File: src/sql_statement_splitter_top_macros.svh
// Assertion macros for the SQL statement splitter.
`ifndef SQL_STATEMENT_SPLITTER_TOP_MACROS_SVH
`define SQL_STATEMENT_SPLITTER_TOP_MACROS_SVH

// Clocked on aclk, disabled while aresetn is low.
`define SQLSS_ASSERT(label, prop, msg) \
    label: assert property (@(posedge aclk) disable iff (!aresetn) prop) else $error(msg);

// Same check, only while a result is presented.
`define SQLSS_ASSERT_OUT(label, prop, msg) \
    `SQLSS_ASSERT(label, (m_valid |-> (prop)), msg)

`endif

File: src/sqlss_pkg.sv
// Package: types and byte codes for the SQL statement splitter.
`timescale 1ns / 1ps

package sqlss_pkg;

    localparam logic [7:0] CH_NUL   = 8'h00;
    localparam logic [7:0] CH_SEMI  = 8'h3B;
    localparam logic [7:0] CH_HASH  = 8'h23;
    localparam logic [7:0] CH_DASH  = 8'h2D;
    localparam logic [7:0] CH_SLASH = 8'h2F;
    localparam logic [7:0] CH_STAR  = 8'h2A;
    localparam logic [7:0] CH_LF    = 8'h0A;
    localparam logic [7:0] CH_CR    = 8'h0D;
    localparam logic [7:0] CH_TAB   = 8'h09;
    localparam logic [7:0] CH_SPACE = 8'h20;
    localparam logic [7:0] CH_BSL   = 8'h5C;
    localparam logic [7:0] CH_SQ    = 8'h27;
    localparam logic [7:0] CH_DQ    = 8'h22;

    typedef enum logic [1:0] {
        QUOTE_NONE   = 2'd0,
        QUOTE_SINGLE = 2'd1,
        QUOTE_DOUBLE = 2'd2
    } quote_kind_t;

    typedef struct packed {
        quote_kind_t quote_kind;
        logic        escape_pending;
        logic        line_comment;
        logic        block_comment;
        logic        dash_pending;
        logic        slash_pending;
        logic        star_pending;
        logic        has_text;
    } scan_state_t;

    typedef struct packed {
        logic [7:0] out_byte;
        logic       in_statement;
        logic       statement_end;
        logic       statement_blank;
        logic       script_end;
        logic       dropped_open;
    } scan_result_t;

endpackage

File: src/sql_statement_splitter_top.sv
// Top level of the SQL statement splitter: input register, scan logic, result register.
`timescale 1ns / 1ps

// Splits an SQL script into statements, one byte per transfer, byte 0 ending the
// script. Every byte comes back as one result: passed through, marked as statement
// text or not, with flags for a closing ';' or end of script, a blank statement,
// and a statement dropped because the script ended inside a quote or comment.
// Throughput is one byte per cycle, back to back, while m_ready holds high. A byte
// passes through the input register and then the result register before its result
// is valid. The rate is set by the scan state update, which completes as a byte
// moves from the input register to the result register. A stalled result register
// holds the input register and then the input; nothing is lost or reordered.

`include "sql_statement_splitter_top_macros.svh"

module sql_statement_splitter_top (
    input  logic       aclk,
    input  logic       aresetn,
    input  logic       s_valid,
    output logic       s_ready,
    input  logic [7:0] s_text_byte,
    output logic       m_valid,
    input  logic       m_ready,
    output logic [7:0] m_out_byte,
    output logic       m_in_statement,
    output logic       m_statement_end,
    output logic       m_statement_blank,
    output logic       m_script_end,
    output logic       m_dropped_open
);

    logic                    in_valid_reg;
    logic [7:0]              in_byte_reg;
    logic                    out_valid_reg;
    sqlss_pkg::scan_result_t out_reg;
    sqlss_pkg::scan_state_t  state_reg;
    sqlss_pkg::scan_state_t  state_next;
    sqlss_pkg::scan_result_t result_next;
    logic                    advance;

    assign advance = in_valid_reg && (!out_valid_reg || m_ready);
    assign s_ready = !in_valid_reg || advance;

    sqlss_scan u_scan (
        .i_state  (state_reg),
        .i_byte   (in_byte_reg),
        .o_state  (state_next),
        .o_result (result_next)
    );

    always_ff @(posedge aclk) begin
        if (!aresetn) begin
            in_valid_reg  <= 1'b0;
            out_valid_reg <= 1'b0;
            state_reg     <= '0;
        end else begin
            if (s_ready) begin
                in_valid_reg <= s_valid;
            end
            if (advance) begin
                out_valid_reg <= 1'b1;
                state_reg     <= state_next;
            end else if (m_ready) begin
                out_valid_reg <= 1'b0;
            end
        end
    end

    always_ff @(posedge aclk) begin
        if (s_ready && s_valid) begin
            in_byte_reg <= s_text_byte;
        end
        if (advance) begin
            out_reg <= result_next;
        end
    end

    assign m_valid           = out_valid_reg;
    assign m_out_byte        = out_reg.out_byte;
    assign m_in_statement    = out_reg.in_statement;
    assign m_statement_end   = out_reg.statement_end;
    assign m_statement_blank = out_reg.statement_blank;
    assign m_script_end      = out_reg.script_end;
    assign m_dropped_open    = out_reg.dropped_open;

    `SQLSS_ASSERT(a_clear_on_nul,
        (advance && in_byte_reg == sqlss_pkg::CH_NUL |=> state_reg == '0),
        "state not cleared after end of script")
    `SQLSS_ASSERT_OUT(a_blank_needs_end, (!m_statement_blank || m_statement_end),
        "blank flag without statement end")
    `SQLSS_ASSERT_OUT(a_drop_needs_script_end, (!m_dropped_open || m_script_end),
        "drop flag without end of script")
    `SQLSS_ASSERT_OUT(a_end_not_text, (!m_statement_end || !m_in_statement),
        "closing byte marked as statement text")
    `SQLSS_ASSERT(a_stall_holds_input,
        (in_valid_reg && !advance |=> in_valid_reg && $stable(in_byte_reg)),
        "input register lost a stalled byte")

endmodule

File: src/sqlss_scan.sv
// Next-state and result logic of the splitter for one script byte.
`timescale 1ns / 1ps

module sqlss_scan (
    input  sqlss_pkg::scan_state_t  i_state,
    input  logic [7:0]              i_byte,
    output sqlss_pkg::scan_state_t  o_state,
    output sqlss_pkg::scan_result_t o_result
);

    sqlss_pkg::scan_state_t nxt;
    sqlss_pkg::quote_kind_t kind;
    logic ins;
    logic send;
    logic blank;
    logic drop;
    logic handled;
    logic is_nul;

    always_comb begin
        nxt     = i_state;
        ins     = 1'b1;
        send    = 1'b0;
        blank   = 1'b0;
        drop    = 1'b0;
        handled = 1'b0;
        is_nul  = (i_byte == sqlss_pkg::CH_NUL);
        kind    = (i_byte == sqlss_pkg::CH_SQ) ? sqlss_pkg::QUOTE_SINGLE
                                               : sqlss_pkg::QUOTE_DOUBLE;

        if (i_state.escape_pending) begin
            nxt.escape_pending = 1'b0;
            drop = is_nul;
        end else if (i_state.line_comment) begin
            if (i_byte == sqlss_pkg::CH_LF) begin
                nxt.line_comment = 1'b0;
            end else if (is_nul) begin
                drop = 1'b1;
            end
        end else if (i_state.block_comment) begin
            if (is_nul) begin
                drop = 1'b1;
            end else if (i_state.star_pending && i_byte == sqlss_pkg::CH_SLASH) begin
                nxt.block_comment = 1'b0;
                nxt.star_pending  = 1'b0;
            end else begin
                nxt.star_pending = (i_byte == sqlss_pkg::CH_STAR);
            end
        end else begin
            if (i_state.dash_pending) begin
                nxt.dash_pending = 1'b0;
                if (i_byte == sqlss_pkg::CH_DASH) begin
                    nxt.line_comment = 1'b1;
                    handled = 1'b1;
                end
            end
            if (i_state.slash_pending) begin
                nxt.slash_pending = 1'b0;
                if (i_byte == sqlss_pkg::CH_STAR) begin
                    nxt.block_comment = 1'b1;
                    nxt.star_pending  = 1'b1;
                    handled = 1'b1;
                end
            end
            if (!handled) begin
                if (i_byte == sqlss_pkg::CH_SQ || i_byte == sqlss_pkg::CH_DQ) begin
                    if (i_state.quote_kind == sqlss_pkg::QUOTE_NONE) begin
                        nxt.quote_kind = kind;
                    end else if (i_state.quote_kind == kind) begin
                        nxt.quote_kind = sqlss_pkg::QUOTE_NONE;
                    end
                end else if (i_byte == sqlss_pkg::CH_BSL) begin
                    if (i_state.quote_kind != sqlss_pkg::QUOTE_NONE) begin
                        nxt.escape_pending = 1'b1;
                    end
                end else if (i_byte == sqlss_pkg::CH_SEMI || is_nul) begin
                    if (i_state.quote_kind != sqlss_pkg::QUOTE_NONE) begin
                        drop = is_nul;
                    end else begin
                        send  = 1'b1;
                        blank = !i_state.has_text;
                        ins   = 1'b0;
                    end
                end else if (i_state.quote_kind == sqlss_pkg::QUOTE_NONE) begin
                    case (i_byte)
                        sqlss_pkg::CH_DASH:  nxt.dash_pending  = 1'b1;
                        sqlss_pkg::CH_HASH:  nxt.line_comment  = 1'b1;
                        sqlss_pkg::CH_SLASH: nxt.slash_pending = 1'b1;
                        default: ;
                    endcase
                end
            end
        end

        if (is_nul) begin
            ins = 1'b0;
        end

        if (send) begin
            nxt.has_text = 1'b0;
        end else if (ins && !(i_byte inside {sqlss_pkg::CH_SPACE, sqlss_pkg::CH_CR,
                                             sqlss_pkg::CH_LF, sqlss_pkg::CH_TAB})) begin
            nxt.has_text = 1'b1;
        end

        if (is_nul) begin
            nxt = '0;
        end
    end

    assign o_state                  = nxt;
    assign o_result.out_byte        = i_byte;
    assign o_result.in_statement    = ins;
    assign o_result.statement_end   = send;
    assign o_result.statement_blank = send & blank;
    assign o_result.script_end      = is_nul;
    assign o_result.dropped_open    = drop;

endmodule

File: config.mk
export PLATFORM = sky130hd
export DESIGN_NAME = sql_statement_splitter_top
export DESIGN_NICKNAME = d
export VERILOG_FILES = /design/src/sqlss_pkg.sv /design/src/sql_statement_splitter_top.sv /design/src/sqlss_scan.sv
export VERILOG_INCLUDE_DIRS = /design/src /design/src/src
export SDC_FILE = /design/constraint.sdc
export NUM_CORES = 1
export LEC_CHECK = 0
export ABC_AREA = 1
export BUFFER_PORTS_ARGS = -buffer_cell sky130_fd_sc_hd__buf_2
export CORE_UTILIZATION = 29
export CTS_CLUSTER_SIZE = 24
export DETAILED_ROUTE_END_ITERATION = 8
export HOLD_SLACK_MARGIN = 0.03
export PLACE_DENSITY = 0.55
export SYNTH_ARGS = -nofsm -noshare
export SYNTH_HDL_FRONTEND = slang
export SYNTH_SLANG_ARGS = --single-unit
File: constraint.sdc
create_clock -name aclk -period 4.6 [get_ports aclk]
set_input_delay 0.92 -clock aclk [delete_from_list [all_inputs] [get_ports aclk]]
set_output_delay 0.92 -clock aclk [all_outputs]
set_load 0.01 [all_outputs]
After elaboration in Yosys (flattened, before gate mapping)
Index checks and enable logic that the tools add are counted.

cells by class
  bitwise operators = 1
  magnitude comparators = 0
  multiply operators = 0
  div/mod/pow operators = 0
  equal/unequal tests = 17
  muxes and demuxes = 81
  reduce and logical (&&, ||, !) cells = 28
  add/sub/neg operators = 0
  shift-type cells = 0

operators with widths
  cell                count
  $eq 8x6->1 const B  8
  $mux 1              63
  $eq 8x4->1 const B  3
  $mux 2              12
  $mux 4              3
  $reduce_bool 3->1   4
  $mux 9              1
  $eq 8x7->1 const B  1
  $logic_not 8->1     1
  $ne 2x1->1 const B  4
  $reduce_and 7->1    1
  $reduce_bool 2->1   3
  $mux 5              1
  $reduce_and 5->1    1
  $logic_and 1x1->1   4
  $logic_not 1->1     4
  $logic_or 1x1->1    4
  $reduce_and 2->1    2
  $reduce_and 4->1    1
  $reduce_bool 4->1   1
  $mux 3              1
  $reduce_and 3->1    1
  $eq 2x2->1          1
  $logic_not 2->1     1
  $and 1x1->1         1

storage, ports and cells
  output and inout bits = 15
  logic and storage cells = 144
  register bits = 32
  memory bits (writable) = 0
  bits in read-only memories = 0
  bits of input ports = 12
  memories kept = 0
  bits in latches = 0

Logic depth before layout (Yosys ltp)
Gate-level depths: netlist of run 1.

  word-level depth = 17
  gate-level depth with buffers = 10
  gate-level depth less buffers = 10

Hierarchy
From an unflattened synthesis of run 1, not the netlist that was laid out.

second synthesis, totals
  cells, all modules = 209
  area total of the unflattened synthesis = 1784.2 um2

modules (own cells, without submodules)
  module                      cells an instance  area each (um2)  times used  sequential area each (um2)
  sql_statement_splitter_top  92                 1159.9           1           850.8
  sqlss_scan                  117                624.3            1           0.0

Worst setup path after synthesis of run 1
No wires, ideal clock.

  path kind = input to register
  start = input m_ready
  end = register state_reg[3] in the netlist's numbering
  cell stages on the path = 9
  setup slack = 2.518 ns
  required time = 4.482 ns
  data arrival time = 1.964 ns
  path buffers = 0
  library setup time = 0.118 ns
  cells stage by stage = inv_1 > nand2_1 > nand2_1 > inv_1 > o21ai_1 > nor2_2 > inv_1 > nand2_1 > a21oi_1

between the ends
  cells in the longest elaborated chain, start to end = 3

ends and longest elaborated chain
  item                               RTL line                          RTL
  start: declaration                 sql_statement_splitter_top.sv:23  input logic m_ready,
  $logic_or 1x1->1                   sql_statement_splitter_top.sv:41  assign advance = in_valid_reg && (!out_valid_reg || m_ready);
  $logic_and 1x1->1                  sql_statement_splitter_top.sv:41
  net advance                        sql_statement_splitter_top.sv:39  logic advance;
  $reduce_and 4->1 (no source line)  n/a
  end signal: assignment             sql_statement_splitter_top.sv:62  state_reg <= state_next;
  end: declaration                   sql_statement_splitter_top.sv:36  sqlss_pkg::scan_state_t state_reg;

The timed path passes the listed nets, and every way through them passes these cells.
A chain may end at the register's enable or synchronous reset.

Worst setup path after layout of run 1
  start = input m_ready
  end = output s_ready

between the ends
  cells in the longest elaborated chain, start to end = 3

ends and longest elaborated chain
  item               RTL line                          RTL
  $logic_or 1x1->1   sql_statement_splitter_top.sv:41
  $logic_and 1x1->1  sql_statement_splitter_top.sv:41
  $logic_or 1x1->1   sql_statement_splitter_top.sv:42  assign s_ready = !in_valid_reg || advance;
  end: declaration   sql_statement_splitter_top.sv:20  output logic s_ready,

Every way passes these cells.

==> impl_metrics.csv, run 1 <==
group,metric,value,unit
run_status,status,"completed",
sta,finalHoldViolCount,0,
cells_and_area,nets,214,
place,place_inst,262,
route,via_per_inst,4.426,
yosys,synth-main-ff-cell,"edfxtp_1",
yosys,async_flop_share,0,%
floorplan,coreArea,4848,um2
sta,holdWs,0.4673,ns
setup_path,slowest_stage,"buf_2",
route,drc,0,
global_route,grt_max_degree,16,
cells_and_area,layout-drive-gt1-share,24.14,%
yosys,synth_top_area_cell,"edfxtp_1",
pwr,p_leak,0.7929,nW
cts,clkLatencyLatePin,0.27,ns
cells_and_area,fin_area,1793,um2
min_path,hold_class,"reg2reg",
cts,cts_setup_buffers,0,
route,totalWireLength,2949,um
setup_path,cp_common_cell,"buf_2",
floorplan,die_h,74.11,um
floorplan,rows,25,
yosys,synth_area_per_cell,8.869,um2
cells_and_area,final_cells,270,
floorplan,die_w,74.11,um
cells_and_area,n_antenna_cell,0,
place,globalplace.congestion,0.8471,
floorplan,die_area,5492,um2
sta,slew_headroom,64.47,%
yosys,synth_area_leaders,"edfxtp_1 (42%), dfxtp_1 (15%), nand2_1 (9.7%)",
yosys,synth_cell_types,21,
yosys,yosysWarningCount,0,
cts,clock-sinks,32,
cts,cts.hold.buffers_added,0,
place,io_buffers,26,
yosys,synth_nets,182,
sta,tns,0,ns
sta,finClkSkew,0.004619,ns
setup_path,end_kind,"output pin",
route,first_iter_violations,101,
sta,setup_viol,0,
cells_and_area,largest_reg_flops,9,
place,placed_area,1710,um2
yosys,synth.yosys.seq_area_share,56.43,%
pwr,irDropWorstVdd,0.1752,mV
cts,clk_pin_slew,0.06,ns
cells_and_area,area_delta_synth_final,18.92,%
cts,cts_buffers,5,
setup_path,cp_data_arrival_time,1.33,ns
cts,cts_max_level,2,
sta,finalCriticalPeriod,2.247,ns
cts,cts-root-buf,"clkbuf_8",
setup_path,path_cells,"buf_2 > inv_1 > nand3_1 > buf_2",
route,drtAntennaViolNets,0,
job,maxCapViolCount,0,
setup_path,worstSetupPathType,"in2out",
sta,drv_slew,0,
place,hpwlAfterDp,2155,um
global_route,grt_pass1_vias,1076,
cts,post_cts_resized,0,
yosys,synth_edf_count,21,
route,vias,1195,
pwr,total_power,0.0005700,W
global_route,grt_pass1_wl,4899,um
global_route,grt_use_total,12.00,%
sta,worstMarginPinSlew,0.5324,ns
yosys,yosysMostFrequentCell,"nand2_1",
yosys,synth_top_area_share,41.83,%
route,dr.pass1.iters,4,
setup_path,cp.required,3.68,ns
sta,rsz0062_at_grt,"false",
sta,fmax,0.4451,GHz
route,wl_per_cell,10.92,um
yosys,synth_cells,170,
setup_path,slowest_delay,0.16,ns
yosys,ys_ff_latch,32,
cts,clock_path_buffers,2,
setup_path,critPathMaxFanout,3,
cts,cts_tree,"done",
floorplan,start_util,31.10,%
sta,post-route-period-util,48.85,%
floorplan,io_pins,27,
yosys,synth.cell_area,1508,um2
global_route,overflow,0,
yosys,synth_common_cells,"nand2_1 (39), inv_1 (24), nor2_1 (22)",
setup_path,start_kind,"input pin",
pwr,powerDensity,317.9,nW/um2
global_route,antenna_found_initial,0,
==> routing by layer <==
layer / GRT usage, % / vias up / routed length (um)
met1: 15.59 / 540 / 1429
met3: 3.523 / 2 / 181
met5: 0 / - / 0
li1: - / 618 / -
met4: 5.128 / 0 / 27
met2: 18.59 / 35 / 1311
==> power breakdown <==
| group | switching, W | internal [W] | leakage, nW |
|---|---|---|---|
| Clock | 0.0000949 | 0.000102 | 0.0453 |
| Sequential | 0.00000854 | 0.000319 | 0.288 |
| Combinational | 0.0000297 | 0.0000155 | 0.459 |
| Total | 0.000133 | 0.000437 | 0.793 |
==> kinds of logic (layout without fill, tap and decap cells) <==
logic type | count (synthesis) | after routing | share of synthesized area, %
compound gates | 20 | 20 | 7.552
simple gates | 93 | 93 | 29.30
buf+inv | 25 | 58 | 6.722
flops | 32 | 32 | 56.43
==> area by class of cell <==
type / instances / area [um2]
Tap cell: 67 / 83.83
Timing Repair Buffer: 26 / 130.1
Multi-Input combinational cell: 113 / 555.5
Clock inverter: 3 / 13.76
Sequential cell: 32 / 850.8
Clock buffer: 5 / 68.82
Fill cell: 508 / 3055
Inverter: 24 / 90.09
==> metrics by stage <==
| step | setup slack (ns) | util (%) |
|---|---|---|
| 5_1_grt | 2.264 | 36.98 |
| 2_1_floorplan | 2.518 | - |
| 3_3_place_gp | 2.201 | 35.28 |
| 4_1_cts | 2.356 | 36.98 |
| 3_5_place_dp | 2.147 | 35.28 |
| 6_report | 2.353 | 36.98 |
==> worst paths after layout <==
| check | from | end | slack [ns] | cells past startpoint |
|---|---|---|---|---|
| setup / recovery | m_ready | s_ready | 2.35 | 4 |
| hold / removal | state_reg[3]$_SDFFE_PN0P_ | state_reg[3]$_SDFFE_PN0P_ | 0.47 | 2 |
| setup reg to reg | in_byte_reg[4]$_DFFE_PP_ | m_statement_blank$_DFFE_PP_ | 2.71 | 8 |
| hold reg to reg | state_reg[3]$_SDFFE_PN0P_ | state_reg[3]$_SDFFE_PN0P_ | 0.47 | 2 |
==> placed cells by master, fill, tap and decap left out, drive strengths merged, types with 3 or more instances in the layout <==
cell    netlist  layout
clkbuf        0       5
nor2         30      30
dfxtp        11      11
nand3        16      16
edfxtp       21      21
a21oi        13      13
inv          24      24
buf           1      26
nand2        42      42
nand4         3       3
clkinv        0       3
o21ai         5       5
==> worst max-delay path, delay by kind of cell <==
| kind | cells | cell delay [ns] |
|---|---|---|
| and+or+nand+nor | 1 | 0.10 |
| buffers and inverters | 3 | 0.31 |
(Power assumes the default switching activity.)
==> run 2: changes to the inputs <==
--- a/config.mk
+++ b/config.mk
@@ -12,7 +12,7 @@
 export CTS_CLUSTER_SIZE = 24
 export DETAILED_ROUTE_END_ITERATION = 8
 export HOLD_SLACK_MARGIN = 0.03
-export PLACE_DENSITY = 0.55
+export PLACE_DENSITY = 0.57
 export SYNTH_ARGS = -nofsm -noshare
 export SYNTH_HDL_FRONTEND = slang
 export SYNTH_SLANG_ARGS = --single-unit
==> constraint.sdc (replaced) <==
create_clock -name aclk -period 1.83 [get_ports aclk]
set_input_delay 0.366 -clock aclk [delete_from_list [all_inputs] [get_ports aclk]]
set_output_delay 0.366 -clock aclk [all_outputs]
set_load 0.01 [all_outputs]
==> run 2 against run 1 <==
Compared with the run above: sequential cell count did not move; critical endpoint is now m_statement_blank$_DFFE_PP_; worst hold slack got worse by 0.22 ns; clock-buffer cell count did not move; global-route usage rose by 1.4 points; non-clock buffer count rose by 8; critical path depth rose by 4; via count rose by 3.0%.
==> impl_metrics.csv, run 2 (synthesis results as in run 1) <==
group,metric,value,unit
pwr,pwr-share-comb,8.3,%
min_path,hold_class,"in2reg",
pwr,switching_share,23.43,%
sta,finClkSkew,0.007566,ns
floorplan,die_w,74.11,um
sta,drv_slew,0,
cts,cts_tree,"done",
place,hpwlAfterDp,2389,um
cts,clock_path_buffers,2,
cts,post_cts_resized,0,
setup_path,r2r_end,"m_statement_blank$_DFFE_PP_",
setup_path,worstSetupPathType,"reg2reg",
setup_path,ff2ff_setup_slack,0.17,ns
floorplan,start_util,31.10,%
cts,cts_setup_buffers,0,
cells_and_area,seq_area,850.8,um2
place,globalplace.congestion,0.9212,
sta,finalHoldViolCount,0,
floorplan,io_pins,27,
cells_and_area,multi_input_area,555.5,um2
cts,cts-root-buf,"clkbuf_8",
setup_path,end_kind,"flip-flop",
global_route,grt_max_degree,13,
floorplan,rows,25,
run_status,status,"completed",
global_route,grt_use_total,13.37,%
pwr,clockPowerShare,41.8,%
setup_path,crit_end,"m_statement_blank$_DFFE_PP_",
global_route,overflow,0,
global_route,antenna_found_initial,0,
sta,finalCriticalPeriod,1.659,ns
pwr,p_leak,0.8400,nW
route,vias,1231,
pwr,powerDensity,869.4,nW/um2
cells_and_area,final_cells,278,
sta,holdWs,0.2500,ns
pwr,power.switching,0.0003833,W
place,io_buffers,26,
cells_and_area,n_antenna_cell,0,
cells_and_area,largest_reg_flops,9,
route,via_per_inst,4.428,
cells_and_area,nets,222,
setup_path,cp.required,1.88,ns
route,wl_per_cell,11.58,um
sta,fmax,0.6028,GHz
place,place_inst,270,
route,drtAntennaViolNets,0,
job,maxCapViolCount,0,
cts,cts_max_level,2,
pwr,p_int,0.001253,W
sta,setup_viol,0,
cells_and_area,layout-drive-gt1-share,27.49,%
floorplan,die_h,74.11,um
sta,post-route-period-util,90.65,%
route,totalWireLength,3220,um
pwr,power_frac_seq,49.9,%
cts,clk_pin_slew,0.07,ns
cells_and_area,area_delta_synth_final,24.81,%
setup_path,critPathMaxFanout,5,
setup_path,crit_path_start,"in_byte_reg[2]$_DFFE_PP_",
setup_path,r2r_cells,8,
cts,clkLatencyLatePin,0.29,ns
sta,worstMarginPinSlew,0.4104,ns
global_route,grt_pass1_vias,1127,
route,drc,0,
sta,tns,0,ns
setup_path,start_kind,"flip-flop",
setup_path,cp_data_arrival_time,1.71,ns
route,dr.pass1.iters,4,
pwr,irDropWorstVdd,0.3200,mV
floorplan,die_area,5492,um2
setup_path,worstReg2RegStart,"in_byte_reg[2]$_DFFE_PP_",
cells_and_area,final_common_cell,"nand2_1",
cells_and_area,final_cell_mix,"nand2_1 (39), buf_2 (26), inv_1 (24), nor2_1 (22), edfxtp_1 (21)",
sta,rsz0062_at_grt,"false",
floorplan,coreArea,4848,um2
global_route,grt_pass1_wl,5402,um
route,first_iter_violations,70,
cts,cts_buffers,5,
cells_and_area,fillers,491,
cts,cts.hold.buffers_added,0,
sta,slew_headroom,72.54,%
cts,clock-sinks,32,
run 2: area by class of cell:
| cell class | instances | area share, % |
|---|---|---|
| tap | 67 | 4.455 |
| multi-input combinational | 113 | 29.52 |
| clock inverter | 3 | 2.261 |
| inverter | 24 | 4.787 |
| sequential | 32 | 45.21 |
| clock buffer | 5 | 3.657 |
| timing repair buffer | 34 | 10.11 |
run 2: worst min path at each step:
stage | start | to | slack, ns | cells after the start
after floorplan | state_reg[3]$_SDFFE_PN0P_ | state_reg[3]$_SDFFE_PN0P_ | 0.44 | 2
after global placement | state_reg[6]$_SDFFE_PN0P_ | state_reg[6]$_SDFFE_PN0P_ | 0.45 | 2
after detailed placement | state_reg[6]$_SDFFE_PN0P_ | state_reg[6]$_SDFFE_PN0P_ | 0.46 | 2
after CTS | s_text_byte[6] | in_byte_reg[6]$_DFFE_PP_ | 0.25 | 1
after global routing | s_text_byte[7] | in_byte_reg[7]$_DFFE_PP_ | 0.24 | 1
final | s_text_byte[6] | in_byte_reg[6]$_DFFE_PP_ | 0.25 | 1
run 2: critical path: stages, from the launching register on:
cell      delay (ns)
edfxtp_1        0.45
inv_1           0.11
nand2_1         0.07
nor2_1          0.34
nand3_2         0.17
nand2_1         0.09
inv_1           0.07
nand3_2         0.08
nor2_1          0.04
run 2: metrics by stage:
step	instance area [um2]	utilization [%]	worst slack (ns)	power [W]
after floorplan	1508	-	0.3019	0.0009098
after global placement	1770	36.52	0.2195	0.0009679
after detailed placement	1770	36.52	0.2121	0.0009681
after CTS	1882	38.81	0.1884	0.001642
after global routing	1882	38.81	0.03726	0.001699
final	1882	38.81	0.1712	0.001636
run 2: per-layer routing:
layer	vias up	global-route usage (%)	wire length (um)
li1	638	-	-
met1	554	17.34	1604
met2	31	20.10	1387
met3	8	3.794	137
met4	0	7.265	91
met5	-	0	0
run 2: power groups by stage:
stage	combinational, W	clock [W]	sequential, W
2_1_floorplan	0.0000694	0	0.000840
3_3_place_gp	0.000135	0	0.000833
3_5_place_dp	0.000135	0	0.000833
4_1_cts	0.000136	0.000688	0.000817
5_1_grt	0.000152	0.000727	0.000820
6_report	0.000136	0.000684	0.000817
==> run 3: changes to the inputs <==
--- a/config.mk
+++ b/config.mk
@@ -7,12 +7,12 @@
 export NUM_CORES = 1
 export LEC_CHECK = 0
 export ABC_AREA = 1
-export BUFFER_PORTS_ARGS = -buffer_cell sky130_fd_sc_hd__buf_2
 export CORE_UTILIZATION = 29
 export CTS_CLUSTER_SIZE = 24
 export DETAILED_ROUTE_END_ITERATION = 8
+export DONT_BUFFER_PORTS = 1
 export HOLD_SLACK_MARGIN = 0.03
-export PLACE_DENSITY = 0.57
+export PLACE_DENSITY = 0.52
 export SYNTH_ARGS = -nofsm -noshare
 export SYNTH_HDL_FRONTEND = slang
 export SYNTH_SLANG_ARGS = --single-unit
==> run 3 against run 2 <==
Compared with the run above: via count shrank 9.3%; sequential power is 1% higher; global-route usage down 0.76 points; largest power group unchanged; combinational power decreased by 26%; die area stayed put; critical path depth unchanged; routed wire length decreased by 7.4%; clock skew barely moved; clock-buffer cell count stayed put; final area down 7.9%.
==> impl_metrics.csv, run 3 (synthesis results as in run 1) <==
group,metric,value,unit
cts,cts-root-buf,"clkbuf_8",
place,globalplace.congestion,0.9008,
route,vias,1116,
run_status,status,"completed",
cts,cts_buffers,5,
floorplan,die_area,5492,um2
sta,finalHoldViolCount,0,
route,via_per_inst,4.429,
global_route,grt.met1_usage,16.03,%
global_route,grt_use_met3,4.201,%
cells_and_area,fin_util,35.74,%
cts,clkLatencyLatePin,0.28,ns
setup_path,slowest_stage,"edfxtp_1",
cells_and_area,nets,196,
cts,post_cts_resized,0,
sta,worstMarginPinSlew,0.3527,ns
floorplan,rows,25,
pwr,powerDensity,848.4,nW/um2
global_route,top_usage_layer,"met2",
cells_and_area,area_delta_synth_final,14.94,%
setup_path,cp.required,1.87,ns
place,hpwlAfterDp,2282,um
global_route,grt_pass1_vias,1073,
global_route,overflow,0,
pwr,pwr-share-comb,6.9,%
place,place_inst,244,
setup_path,crit_path_start,"in_byte_reg[4]$_DFFE_PP_",
cells_and_area,largest_reg_flops,9,
setup_path,slowest_delay,0.46,ns
cells_and_area,n_antenna_cell,0,
pwr,switching_share,24.89,%
floorplan,io_pins,27,
sta,finalCriticalPeriod,1.626,ns
route,drtAntennaViolNets,0,
cells_and_area,layout-drive-gt1-share,17.30,%
pwr,power_frac_seq,56.2,%
setup_path,end_kind,"flip-flop",
place,io_buffers,0,
route,dr.pass1.iters,4,
route,drc,0,
sta,finClkSkew,0.007104,ns
cells_and_area,final_cells,252,
floorplan,die_w,74.11,um
route,totalWireLength,2982,um
setup_path,cp_data_arrival_time,1.67,ns
cts,clock_path_buffers,2,
cts,cts_tree,"done",
global_route,grt_pass1_wl,4995,um
sta,fmax,0.6151,GHz
pwr,clockPowerShare,36.9,%
cells_and_area,final_common_cell,"nand2_1",
setup_path,worstSetupPathType,"reg2reg",
job,maxCapViolCount,0,
sta,setup_viol,0,
cts,cts.hold.buffers_added,0,
setup_path,crit_end,"m_in_statement$_DFFE_PP_",
floorplan,coreArea,4848,um2
floorplan,die_h,74.11,um
global_route,grt_max_degree,13,
sta,post-route-period-util,88.84,%
sta,tns,0,ns
setup_path,path_cells,"nor2_1 > nand2_2 > nor2_8 > inv_1 > nand2_1 > nand3_2 > nand2_1 > inv_1",
floorplan,start_util,31.10,%
cts,cts_max_level,2,
global_route,antenna_found_initial,0,
pwr,power.switching,0.0003659,W
sta,rsz0062_at_grt,"false",
sta,holdWs,0.1721,ns
setup_path,critPathMaxFanout,9,
place,place_ws,0.2304,ns
sta,drv_slew,0,
cts,clk_pin_slew,0.07,ns
setup_path,ff2ff_setup_slack,0.20,ns
route,wl_per_cell,11.83,um
sta,slew_headroom,76.40,%
global_route,met2_usage,18.48,%
cells_and_area,final_cell_mix,"nand2_1 (39), inv_1 (24), nor2_1 (22), edfxtp_1 (21), nand3_1 (13)",
sta,worst_slack,0.2043,ns
pwr,p_int,0.001104,W
min_path,hold_class,"in2reg",
setup_path,r2r_cells,8,
pwr,irDropWorstVdd,0.3449,mV
setup_path,worstReg2RegStart,"in_byte_reg[4]$_DFFE_PP_",
cts,clock-sinks,32,
setup_path,r2r_end,"m_in_statement$_DFFE_PP_",
cts,cts_setup_buffers,0,
route,first_iter_violations,41,
global_route,grt_use_total,12.61,%
setup_path,start_kind,"flip-flop",
pwr,p_leak,0.7241,nW
-- run 3: changes by cell type in the layout (fill, tap and decap cells not counted) --
cell / previous run / this run
bufinv_16: 1 / 0
clkinv_4: 0 / 1
buf_2: 26 / 0
clkinv_2: 1 / 0
clkinvlp_4: 1 / 2
-- run 3: layout make-up --
| type | count | area (um2) |
|---|---|---|
| Sequential cell | 32 | 850.8 |
| Fill cell | 494 | 3115 |
| Inverter | 24 | 90.09 |
| Tap cell | 67 | 83.83 |
| Clock buffer | 5 | 68.82 |
| Timing Repair Buffer | 8 | 60.06 |
| Clock inverter | 3 | 23.77 |
| Multi-Input combinational cell | 113 | 555.5 |
-- run 3: power by group through the flow --
stage,logic (W),clock network [W],registers (W)
after floorplan,0.0000694,0,0.000840
after global placement,0.000103,0,0.000843
after detailed placement,0.000101,0,0.000843
after CTS,0.000102,0.000559,0.000827
after global routing,0.000115,0.000589,0.000831
final,0.000101,0.000543,0.000827
-- run 3: worst max-delay path, delay by kind of cell (launching register included) --
kind | cells | cell delay, ns
buf+inv | 2 | 0.15
flops | 1 | 0.46
simple gates | 6 | 0.78
-- run 3: metrics by stage --
stage | total power, W | cell area [um2]
2_1_floorplan | 0.0009098 | 1508
3_3_place_gp | 0.0009465 | 1640
3_5_place_dp | 0.0009444 | 1640
4_1_cts | 0.001487 | 1733
5_1_grt | 0.001535 | 1733
6_report | 0.001470 | 1733
-- run 3: worst min-delay path by stage --
stage	startpoint	end	slack (ns)	depth (start not counted)
2_1_floorplan	state_reg[3]$_SDFFE_PN0P_	state_reg[3]$_SDFFE_PN0P_	0.44	2
3_3_place_gp	state_reg[6]$_SDFFE_PN0P_	state_reg[6]$_SDFFE_PN0P_	0.46	2
3_5_place_dp	state_reg[6]$_SDFFE_PN0P_	state_reg[6]$_SDFFE_PN0P_	0.46	2
4_1_cts	s_text_byte[1]	in_byte_reg[1]$_DFFE_PP_	0.16	0
5_1_grt	s_text_byte[1]	in_byte_reg[1]$_DFFE_PP_	0.15	0
6_report	s_text_byte[5]	in_byte_reg[5]$_DFFE_PP_	0.17	0
-- run 3: metal layers --
metal | vias to the layer above | share of wire [%] | wire length (um)
li1 | 585 | - | -
met2 | 33 | 44 | 1322
met1 | 489 | 48 | 1441
met5 | - | 0 | 0
met4 | 0 | 1.9 | 57
met3 | 9 | 5.4 | 161
